--- config.mk ---
export PLATFORM = sky130hd
export DESIGN_NAME = sparse_polynomial_evaluator
export DESIGN_NICKNAME = d
export VERILOG_FILES = /design/src/hdl/spe_pkg.sv /design/src/hdl/sparse_polynomial_evaluator.sv
export VERILOG_INCLUDE_DIRS = /design/src /design/src/hdl
export SDC_FILE = /design/constraint.sdc
export NUM_CORES = 2
export LEC_CHECK = 0
export ABC_AREA = 1
export BUFFER_PORTS_ARGS = -buffer_cell sky130_fd_sc_hd__buf_4
export CORE_AREA = 2 2 357 430
export CTS_CLUSTER_DIAMETER = 60
export CTS_CLUSTER_SIZE = 14
export DETAILED_ROUTE_END_ITERATION = 12
export DIE_AREA = 0 0 359 432
export GPL_TIMING_DRIVEN = 0
export PLACE_DENSITY = 0.58
export SLEW_MARGIN = 20
export SYNTH_ARGS = -nofsm -noshare
export SYNTH_HDL_FRONTEND = slang
export SYNTH_SLANG_ARGS = --single-unit
--- constraint.sdc ---
create_clock -name clk -period 14.7 [get_ports clk]
set_input_delay 2.94 -clock clk [delete_from_list [all_inputs] [get_ports clk]]
set_output_delay 2.94 -clock clk [all_outputs]
set_load 0.01 [all_outputs]
--- src/hdl/sparse_polynomial_evaluator_defines.svh ---
// ----------------------------------------------------------------------------
// Sparse polynomial evaluator: assertion macros
// Shared checking helpers, clocked on clk and disabled while rst_n is low.
// ----------------------------------------------------------------------------
`ifndef SPARSE_POLYNOMIAL_EVALUATOR_DEFINES_SVH
`define SPARSE_POLYNOMIAL_EVALUATOR_DEFINES_SVH

// Same-cycle implication
`define SPE_ASSERT_NOW(label, ante, cons, msg) \
  label: assert property (@(posedge clk) disable iff (!rst_n) (ante) |-> (cons)) \
    else $error(msg);

// Next-cycle implication
`define SPE_ASSERT_NEXT(label, ante, cons, msg) \
  label: assert property (@(posedge clk) disable iff (!rst_n) (ante) |=> (cons)) \
    else $error(msg);

`endif

--- src/hdl/spe_pkg.sv ---
// ----------------------------------------------------------------------------
// Sparse polynomial evaluator package
// Beat types, operation codes, Q16.16 constants and sequencer states.
// ----------------------------------------------------------------------------
package spe_pkg;

  localparam int POW_W = 4;

  // operation codes
  localparam logic FUNC_LOAD = 1'b0;
  localparam logic FUNC_EVAL = 1'b1;

  // Q16.16 constants
  localparam logic signed [31:0] Q_ONE = 32'sh0001_0000;
  localparam logic signed [31:0] Q_MAX = 32'sh7FFF_FFFF;
  localparam logic signed [31:0] Q_MIN = 32'sh8000_0000;
  localparam logic signed [63:0] Q_HALF = 64'sd32768;

  typedef struct packed {
    logic                func;
    logic [2:0]          term_index;
    logic signed [31:0]  coefficient;
    logic [POW_W-1:0]    power;
    logic signed [31:0]  x_value;
  } spe_in_t;

  typedef struct packed {
    logic signed [31:0]  y_value;
    logic                overflow;
  } spe_out_t;

  typedef enum logic [2:0] {
    ST_IDLE,
    ST_READ,
    ST_FETCH,
    ST_MUL,
    ST_NORM,
    ST_ADD,
    ST_DONE
  } spe_state_t;

endpackage

--- src/hdl/sparse_polynomial_evaluator.sv ---
// Load beat: the next beat is taken on the following cycle.
// Evaluate beat: each term is read from the table and built on the one shared
// 32x32 multiplier (a multiply and a round/saturate step per product), first
// by x for each power step, then by the coefficient. One beat at a time.
// Reset (synchronous, rst_n low): idle, no result pending, num_terms = 0;
// the term table is not cleared.
// ----------------------------------------------------------------------------
// Sparse polynomial evaluator
// Term table in a small memory; terms are summed with one shared Q16.16
// multiplier under a sequencer, with saturation and an overflow flag.
// ----------------------------------------------------------------------------
`include "sparse_polynomial_evaluator_defines.svh"

module sparse_polynomial_evaluator #(
  parameter int MAX_TERMS = 8,
  parameter int MAX_POWER = 15
) (
  input  logic             clk,
  input  logic             rst_n,
  // configuration
  input  logic             cfg_we,
  input  logic [3:0]       cfg_wdata,
  // input channel
  input  logic             in_valid,
  output logic             in_stall,
  input  spe_pkg::spe_in_t in_data,
  // result channel
  output logic             out_valid,
  input  logic             out_stall,
  output spe_pkg::spe_out_t out_data
);

  localparam int AW = (MAX_TERMS > 1) ? $clog2(MAX_TERMS) : 1;
  localparam int CW = $clog2(MAX_TERMS + 1);

  // state and datapath registers
  spe_pkg::spe_state_t       state_r, state_nxt;
  logic [3:0]                num_terms_r;
  logic signed [31:0]        x_r, x_nxt;
  logic signed [31:0]        coef_r, coef_nxt;
  logic signed [31:0]        r_r, r_nxt;
  logic signed [31:0]        term_r, term_nxt;
  logic signed [31:0]        sum_r, sum_nxt;
  logic                      flag_r, flag_nxt;
  logic [spe_pkg::POW_W-1:0] pcnt_r, pcnt_nxt;
  logic [CW-1:0]             idx_r, idx_nxt;
  logic [CW-1:0]             n_r, n_nxt;
  logic signed [63:0]        prod_r, prod_nxt;
  logic                      out_valid_r, out_valid_nxt;
  spe_pkg::spe_out_t         out_data_r, out_data_nxt;

  // term memory
  logic signed [31:0]        coef_mem [MAX_TERMS];
  logic [spe_pkg::POW_W-1:0] pow_mem  [MAX_TERMS];
  logic signed [31:0]        rd_coef_r;
  logic [spe_pkg::POW_W-1:0] rd_pow_r;

  logic                      in_accept;
  logic                      out_free;
  logic                      mem_we;
  logic [spe_pkg::POW_W-1:0] wr_pow;
  logic [CW-1:0]             n_clamp;
  logic signed [31:0]        mul_b;
  logic signed [63:0]        mul_p;
  logic signed [63:0]        rnd;
  logic                      norm_ovf;
  logic signed [31:0]        norm_q;
  logic signed [32:0]        add_s;
  logic                      add_ovf;
  logic signed [31:0]        add_q;

  assign in_stall  = (state_r != spe_pkg::ST_IDLE);
  assign in_accept = in_valid && !in_stall;
  assign out_free  = !out_valid_r || !out_stall;
  assign out_valid = out_valid_r;
  assign out_data  = out_data_r;

  // load decode: out-of-range slots are dropped, powers clamp
  assign mem_we = in_accept && (in_data.func == spe_pkg::FUNC_LOAD) &&
                  (int'(in_data.term_index) < MAX_TERMS);
  assign wr_pow = (int'(in_data.power) > MAX_POWER) ?
                  spe_pkg::POW_W'(MAX_POWER) : in_data.power;
  assign n_clamp = CW'((int'(num_terms_r) > MAX_TERMS) ? MAX_TERMS : int'(num_terms_r));

  // shared multiplier: r * x while power steps remain, else r * coefficient
  assign mul_b = (pcnt_r != '0) ? x_r : coef_r;
  assign mul_p = r_r * mul_b;

  // round to nearest, floor shift, saturate
  assign rnd      = prod_r + spe_pkg::Q_HALF;
  assign norm_ovf = !((&rnd[63:47]) || (~|rnd[63:47]));
  assign norm_q   = norm_ovf ? (rnd[63] ? spe_pkg::Q_MIN : spe_pkg::Q_MAX) : rnd[47:16];

  // saturating accumulate
  assign add_s   = {sum_r[31], sum_r} + {term_r[31], term_r};
  assign add_ovf = (add_s[32] != add_s[31]);
  assign add_q   = add_ovf ? (add_s[32] ? spe_pkg::Q_MIN : spe_pkg::Q_MAX) : add_s[31:0];

  // memory: write on load beats, registered read at the term counter
  always_ff @(posedge clk) begin
    if (mem_we) begin
      coef_mem[AW'(in_data.term_index)] <= in_data.coefficient;
      pow_mem[AW'(in_data.term_index)]  <= wr_pow;
    end
    rd_coef_r <= coef_mem[idx_r[AW-1:0]];
    rd_pow_r  <= pow_mem[idx_r[AW-1:0]];
  end

  // sequencer state register
  always_ff @(posedge clk) begin
    if (!rst_n) begin
      state_r <= spe_pkg::ST_IDLE;
    end else begin
      state_r <= state_nxt;
    end
  end

  // next state and datapath
  always_comb begin
    state_nxt     = state_r;
    x_nxt         = x_r;
    coef_nxt      = coef_r;
    r_nxt         = r_r;
    term_nxt      = term_r;
    sum_nxt       = sum_r;
    flag_nxt      = flag_r;
    pcnt_nxt      = pcnt_r;
    idx_nxt       = idx_r;
    n_nxt         = n_r;
    prod_nxt      = prod_r;
    out_valid_nxt = out_valid_r && out_stall;
    out_data_nxt  = out_data_r;
    unique case (state_r)
      spe_pkg::ST_IDLE: begin
        if (in_accept && (in_data.func == spe_pkg::FUNC_EVAL)) begin
          x_nxt     = in_data.x_value;
          sum_nxt   = '0;
          flag_nxt  = 1'b0;
          idx_nxt   = '0;
          n_nxt     = n_clamp;
          state_nxt = (n_clamp == '0) ? spe_pkg::ST_DONE : spe_pkg::ST_READ;
        end
      end
      spe_pkg::ST_READ: begin
        state_nxt = spe_pkg::ST_FETCH;
      end
      spe_pkg::ST_FETCH: begin
        coef_nxt  = rd_coef_r;
        pcnt_nxt  = rd_pow_r;
        r_nxt     = spe_pkg::Q_ONE;
        state_nxt = spe_pkg::ST_MUL;
      end
      spe_pkg::ST_MUL: begin
        prod_nxt  = mul_p;
        state_nxt = spe_pkg::ST_NORM;
      end
      spe_pkg::ST_NORM: begin
        flag_nxt = flag_r || norm_ovf;
        if (pcnt_r != '0) begin
          r_nxt     = norm_q;
          pcnt_nxt  = pcnt_r - 1'b1;
          state_nxt = spe_pkg::ST_MUL;
        end else begin
          term_nxt  = norm_q;
          state_nxt = spe_pkg::ST_ADD;
        end
      end
      spe_pkg::ST_ADD: begin
        sum_nxt   = add_q;
        flag_nxt  = flag_r || add_ovf;
        idx_nxt   = CW'(idx_r + 1'b1);
        state_nxt = (CW'(idx_r + 1'b1) == n_r) ? spe_pkg::ST_DONE : spe_pkg::ST_READ;
      end
      spe_pkg::ST_DONE: begin
        if (out_free) begin
          out_valid_nxt         = 1'b1;
          out_data_nxt.y_value  = sum_r;
          out_data_nxt.overflow = flag_r;
          state_nxt             = spe_pkg::ST_IDLE;
        end
      end
      default: begin
        state_nxt = spe_pkg::ST_IDLE;
      end
    endcase
  end

  // datapath registers; only the term count and the result valid flag reset
  always_ff @(posedge clk) begin
    if (!rst_n) begin
      num_terms_r <= '0;
      out_valid_r <= 1'b0;
    end else begin
      if (cfg_we) begin
        num_terms_r <= cfg_wdata;
      end
      out_valid_r <= out_valid_nxt;
    end
    x_r        <= x_nxt;
    coef_r     <= coef_nxt;
    r_r        <= r_nxt;
    term_r     <= term_nxt;
    sum_r      <= sum_nxt;
    flag_r     <= flag_nxt;
    pcnt_r     <= pcnt_nxt;
    idx_r      <= idx_nxt;
    n_r        <= n_nxt;
    prod_r     <= prod_nxt;
    out_data_r <= out_data_nxt;
  end

  // checks
  `SPE_ASSERT_NEXT(a_eval_leaves_idle, in_accept && (in_data.func == spe_pkg::FUNC_EVAL), state_r != spe_pkg::ST_IDLE, "evaluate beat did not start the sequencer")
  `SPE_ASSERT_NOW(a_idx_in_range, state_r == spe_pkg::ST_ADD, idx_r < n_r, "term counter ran past the term count")
  `SPE_ASSERT_NOW(a_pow_in_range, state_r == spe_pkg::ST_MUL, int'(pcnt_r) <= MAX_POWER, "power count above the limit")
  `SPE_ASSERT_NEXT(a_done_posts, (state_r == spe_pkg::ST_DONE) && out_free, out_valid_r && (state_r == spe_pkg::ST_IDLE), "finished evaluation did not post a result")

endmodule
==> summary.md <==
| Metric | Value |
|---|---|
| Status | `complete, no violations` |
| Starting Density | `39.7%` |
| Post-synth top flop | `edfxtp_1` |
| Num ports | `116` |
| Syn Inst Count | `roughly 6300` |
| First-pass GRT wire length | `approximately 320000 µm` |
| Post-synth EDFFs | `543` |
| Synth Warn # | `0` |
| CTS clk-pin slew, worst paths | `approximately 0.070 ns` |
| Asr flop ratio synth | `0%` |
| Post-Syn Area | `around 60000 µm²` |
| DP Area | `~64000 µm²` |
| CTS sink cnt | `587` |
| IO Port Bufs | `~120` |
| Detailed Route Iter0 Violations | `approximately 3500` |
| Crit path max fanout | `10` |
| Post-synth top area share | `about 36%` |
| Drt total wl | `about 220000 µm` |
| Chip height | `roughly 430 µm` |
| Slowest cell on the critical path | `clkbuf_1` |
| CP startpoint kind | `flop` |
| CTS tree | `built` |
| Layout Utilization | `43.5%` |
| Vias/cell | `~5.3` |
| Critical path startpoint | `pcnt_r[0]` |
| Hold_sp | `rd_coef_r[26]` |
| Setup crit end kind | `flop` |
| Max-slew headroom | `around 19%` |
| Die area | `around 160000 µm²` |
| Least-Margin Pin Slew | `1.21 ns` |
| Clock Skews | `between 0.03 and 0.04 ns` |
| Max_cap viols | `0` |
| Drt first pass iters | `8` |
| Setup Viol. Count Final | `0` |
| Unique masters post-synth | `46` |
| Setup_tns | `0 ns` |
| Area leader, netlist | `fa_1` |
| CP arrival | `around 12 ns` |
| Worst path max stage delay | `around 0.84 ns` |
| Via count of the first global-routing pass | `46800` |
| CP Class | `reg2reg` |
| CTS H-tree depth | `2` |
| Num CTS Buffers | `54` |
| Max Fclk | `87.3 MHz` |
| Most frequent CP cell | `inv_1` |
| Root buffer cell | `clkbuf_16` |
| Final worst setup slack | `roughly 3.3 ns` |
| Post-place setup slack | `about 3.4 ns` |
| Gr usage total | `between 20% and 30%` |
| Mean Syn Cell Area | `~9.5 µm²` |
| Period utilisation layout | `77.9%` |
| Worst-skew pair later-pin latency | `approximately 0.66 ns` |
| FP Rows | `~160` |
| Core ar. | `roughly 150000 µm²` |
| Critical Path RT | `between 15 and 20 ns` |
| Area grow syn2layout | `9.60%` |
| Fin area | `roughly 66000 µm²` |
| Slew Viols, Final | `0` |
| Crit path time final | `11.45 ns` |
| Synth top area cells | `fa_1 (36%), edfxtp_1 (27%), inv_1 (7.4%)` |
| Via count | `about 45000` |
| Wirelength per Cell | `roughly 26 µm` |
| Flops & latches, synth | `~600` |
| CTS max path bufs | `3` |
| Sequential area share after synthesis | `between 20% and 30%` |
| DRC errors left | `0` |
| Hold WC Path Type | `reg2reg` |
| CTS Hold Buffers Added | `0` |
| Layout cells sized above 1 | `approximately 5.4%` |
| Cts repair resizes | `0` |
| Number of setup buffers added after CTS | `0` |
| Die X | `approximately 360 µm` |
| Grt total ovfl | `0` |
| Initial antenna violation count | `6` |
| Reg-to-reg startpoint | `pcnt_r[0]` |
| Fin nets | `7920` |
| RD Place Congestion | `roughly 1.0` |
| Largest net degree at the start of global routing | `37` |
| Synth Net Count | `roughly 7700` |
| DP Wirelength | `approximately 190000 µm` |
| Hold Fails Final Rpt | `0` |
| RSZ-0062 raised after global routing | `false` |
| DRT antenna net count | `0` |
registers in the layout (all words and copies together) (netlist names), 32 cells and up:
| name | cells |
|---|---|
| coef_mem | 256 |
| prod_r | 49 |
| out_data | 33 |
| coef_r | 32 |
| pow_mem | 32 |
| r_r | 32 |
| rd_coef_r | 32 |
| sum_r | 32 |
| term_r | 32 |
| x_r | 32 |
per-layer routing:
metal,vias up,track usage (%),part of all wire (%)
li1,19800,-,-
met1,22800,33.9,37
met2,1867,48.3,48
met3,605,5.03,7.0
met4,6,19.5,8.0
met5,-,0,0.026
cell type report:
class,count,area [µm²]
fillers,14800,85600
multi-input cells,4268,37600
plain buffers,249,977
clock inverters,15,204
flip-flops and latches,587,17200
inverters,1209,4540
well taps,1987,2490
clock buffers,83,1460
diodes,3,7.51
repair buffers,173,1450
worst max-delay path, delay by kind of cell, from the launching register on:
family | cells | cell delay [ns]
buf+inv | 12 | 3.05
flops | 1 | 0.37
simple gates | 10 | 1.50
fa+ha+maj | 10 | 4.96
compound gates | 2 | 1.27
placed cells by master (no fill, tap or decap), types with 9 or more instances in the layout:
| cell type | synthesis | final |
|---|---|---|
| nor3_1 | 30 | 21 |
| dfxtp_1 | 44 | 44 |
| a21o_1 | 14 | 14 |
| buf_2 | 14 | 14 |
| nand3_1 | 69 | 69 |
| a31oi_1 | 49 | 49 |
| buf_4 | 2 | 151 |
| o21bai_1 | 9 | 9 |
| o21ai_0 | 258 | 254 |
| nor3_2 | 1 | 10 |
| or2_2 | 35 | 35 |
| a21oi_1 | 204 | 204 |
| nor4_1 | 11 | 11 |
| nor2_1 | 1059 | 1055 |
| buf_1 | 10 | 10 |
| fa_1 | 1082 | 1081 |
| ha_1 | 215 | 215 |
| o21ai_2 | 2 | 19 |
| clkbuf_16 | 0 | 54 |
| nand2_1 | 997 | 996 |
| nand4_1 | 25 | 25 |
| edfxtp_1 | 543 | 543 |
| xnor2_1 | 47 | 47 |
| clkbuf_1 | 222 | 243 |
| xor2_1 | 64 | 64 |
| o22ai_1 | 36 | 36 |
| inv_1 | 1187 | 1186 |
| buf_6 | 1 | 15 |
| clkinv_1 | 16 | 16 |
per-stage QoR:
| step | std cells | hold slack (ns) |
|---|---|---|
| after floorplan | 6313 | 0.386 |
| after detailed placement | 8473 | 0.389 |
| after global routing | 8571 | 0.399 |
| final | 8574 | 0.391 |
| after global placement | 8415 | 0.386 |
| after CTS | 8571 | 0.392 |
worst paths after layout:
path,end,slack (ns),cells past startpoint
setup / recovery,prod_r[63],3.25,34
hold / removal,coef_r[26],0.39,0
setup reg to reg,prod_r[63],3.25,34
hold reg to reg,coef_r[26],0.39,0
Yosys cell counts (all sizes together), types with 2 or more instances:
cell	number
a31oi	49
fa	1082
a21oi	204
ha	215
nand2	1001
clkinv	16
a21boi	5
o22ai	36
edfxtp	543
xor2	64
o21a	3
nor4	12
a31o	2
o211ai	5
or2	35
a211oi	6
o21bai	9
xnor2	47
buf	27
nor3	31
nand4	25
nand3b	3
a21o	14
nor2	1063
clkbuf	222
dfxtp	44
inv	1193
nand3	71
o21ai	281
logic make-up (layout without fill, tap and decap cells):
logic type | after synthesis | in the layout | synth area share, %
other cells | 0 | 3 | 0
buf+inv | 1458 | 1729 | 9.16
simple gates | 2243 | 2243 | 14.6
flops | 587 | 587 | 28.6
compound gates | 617 | 617 | 5.53
xor+xnor | 111 | 111 | 1.62
fa+ha+maj | 1297 | 1297 | 40.5
Power is not shown: default switching activity piles up to over one toggle a cycle in this logic, so the estimate is an artifact.
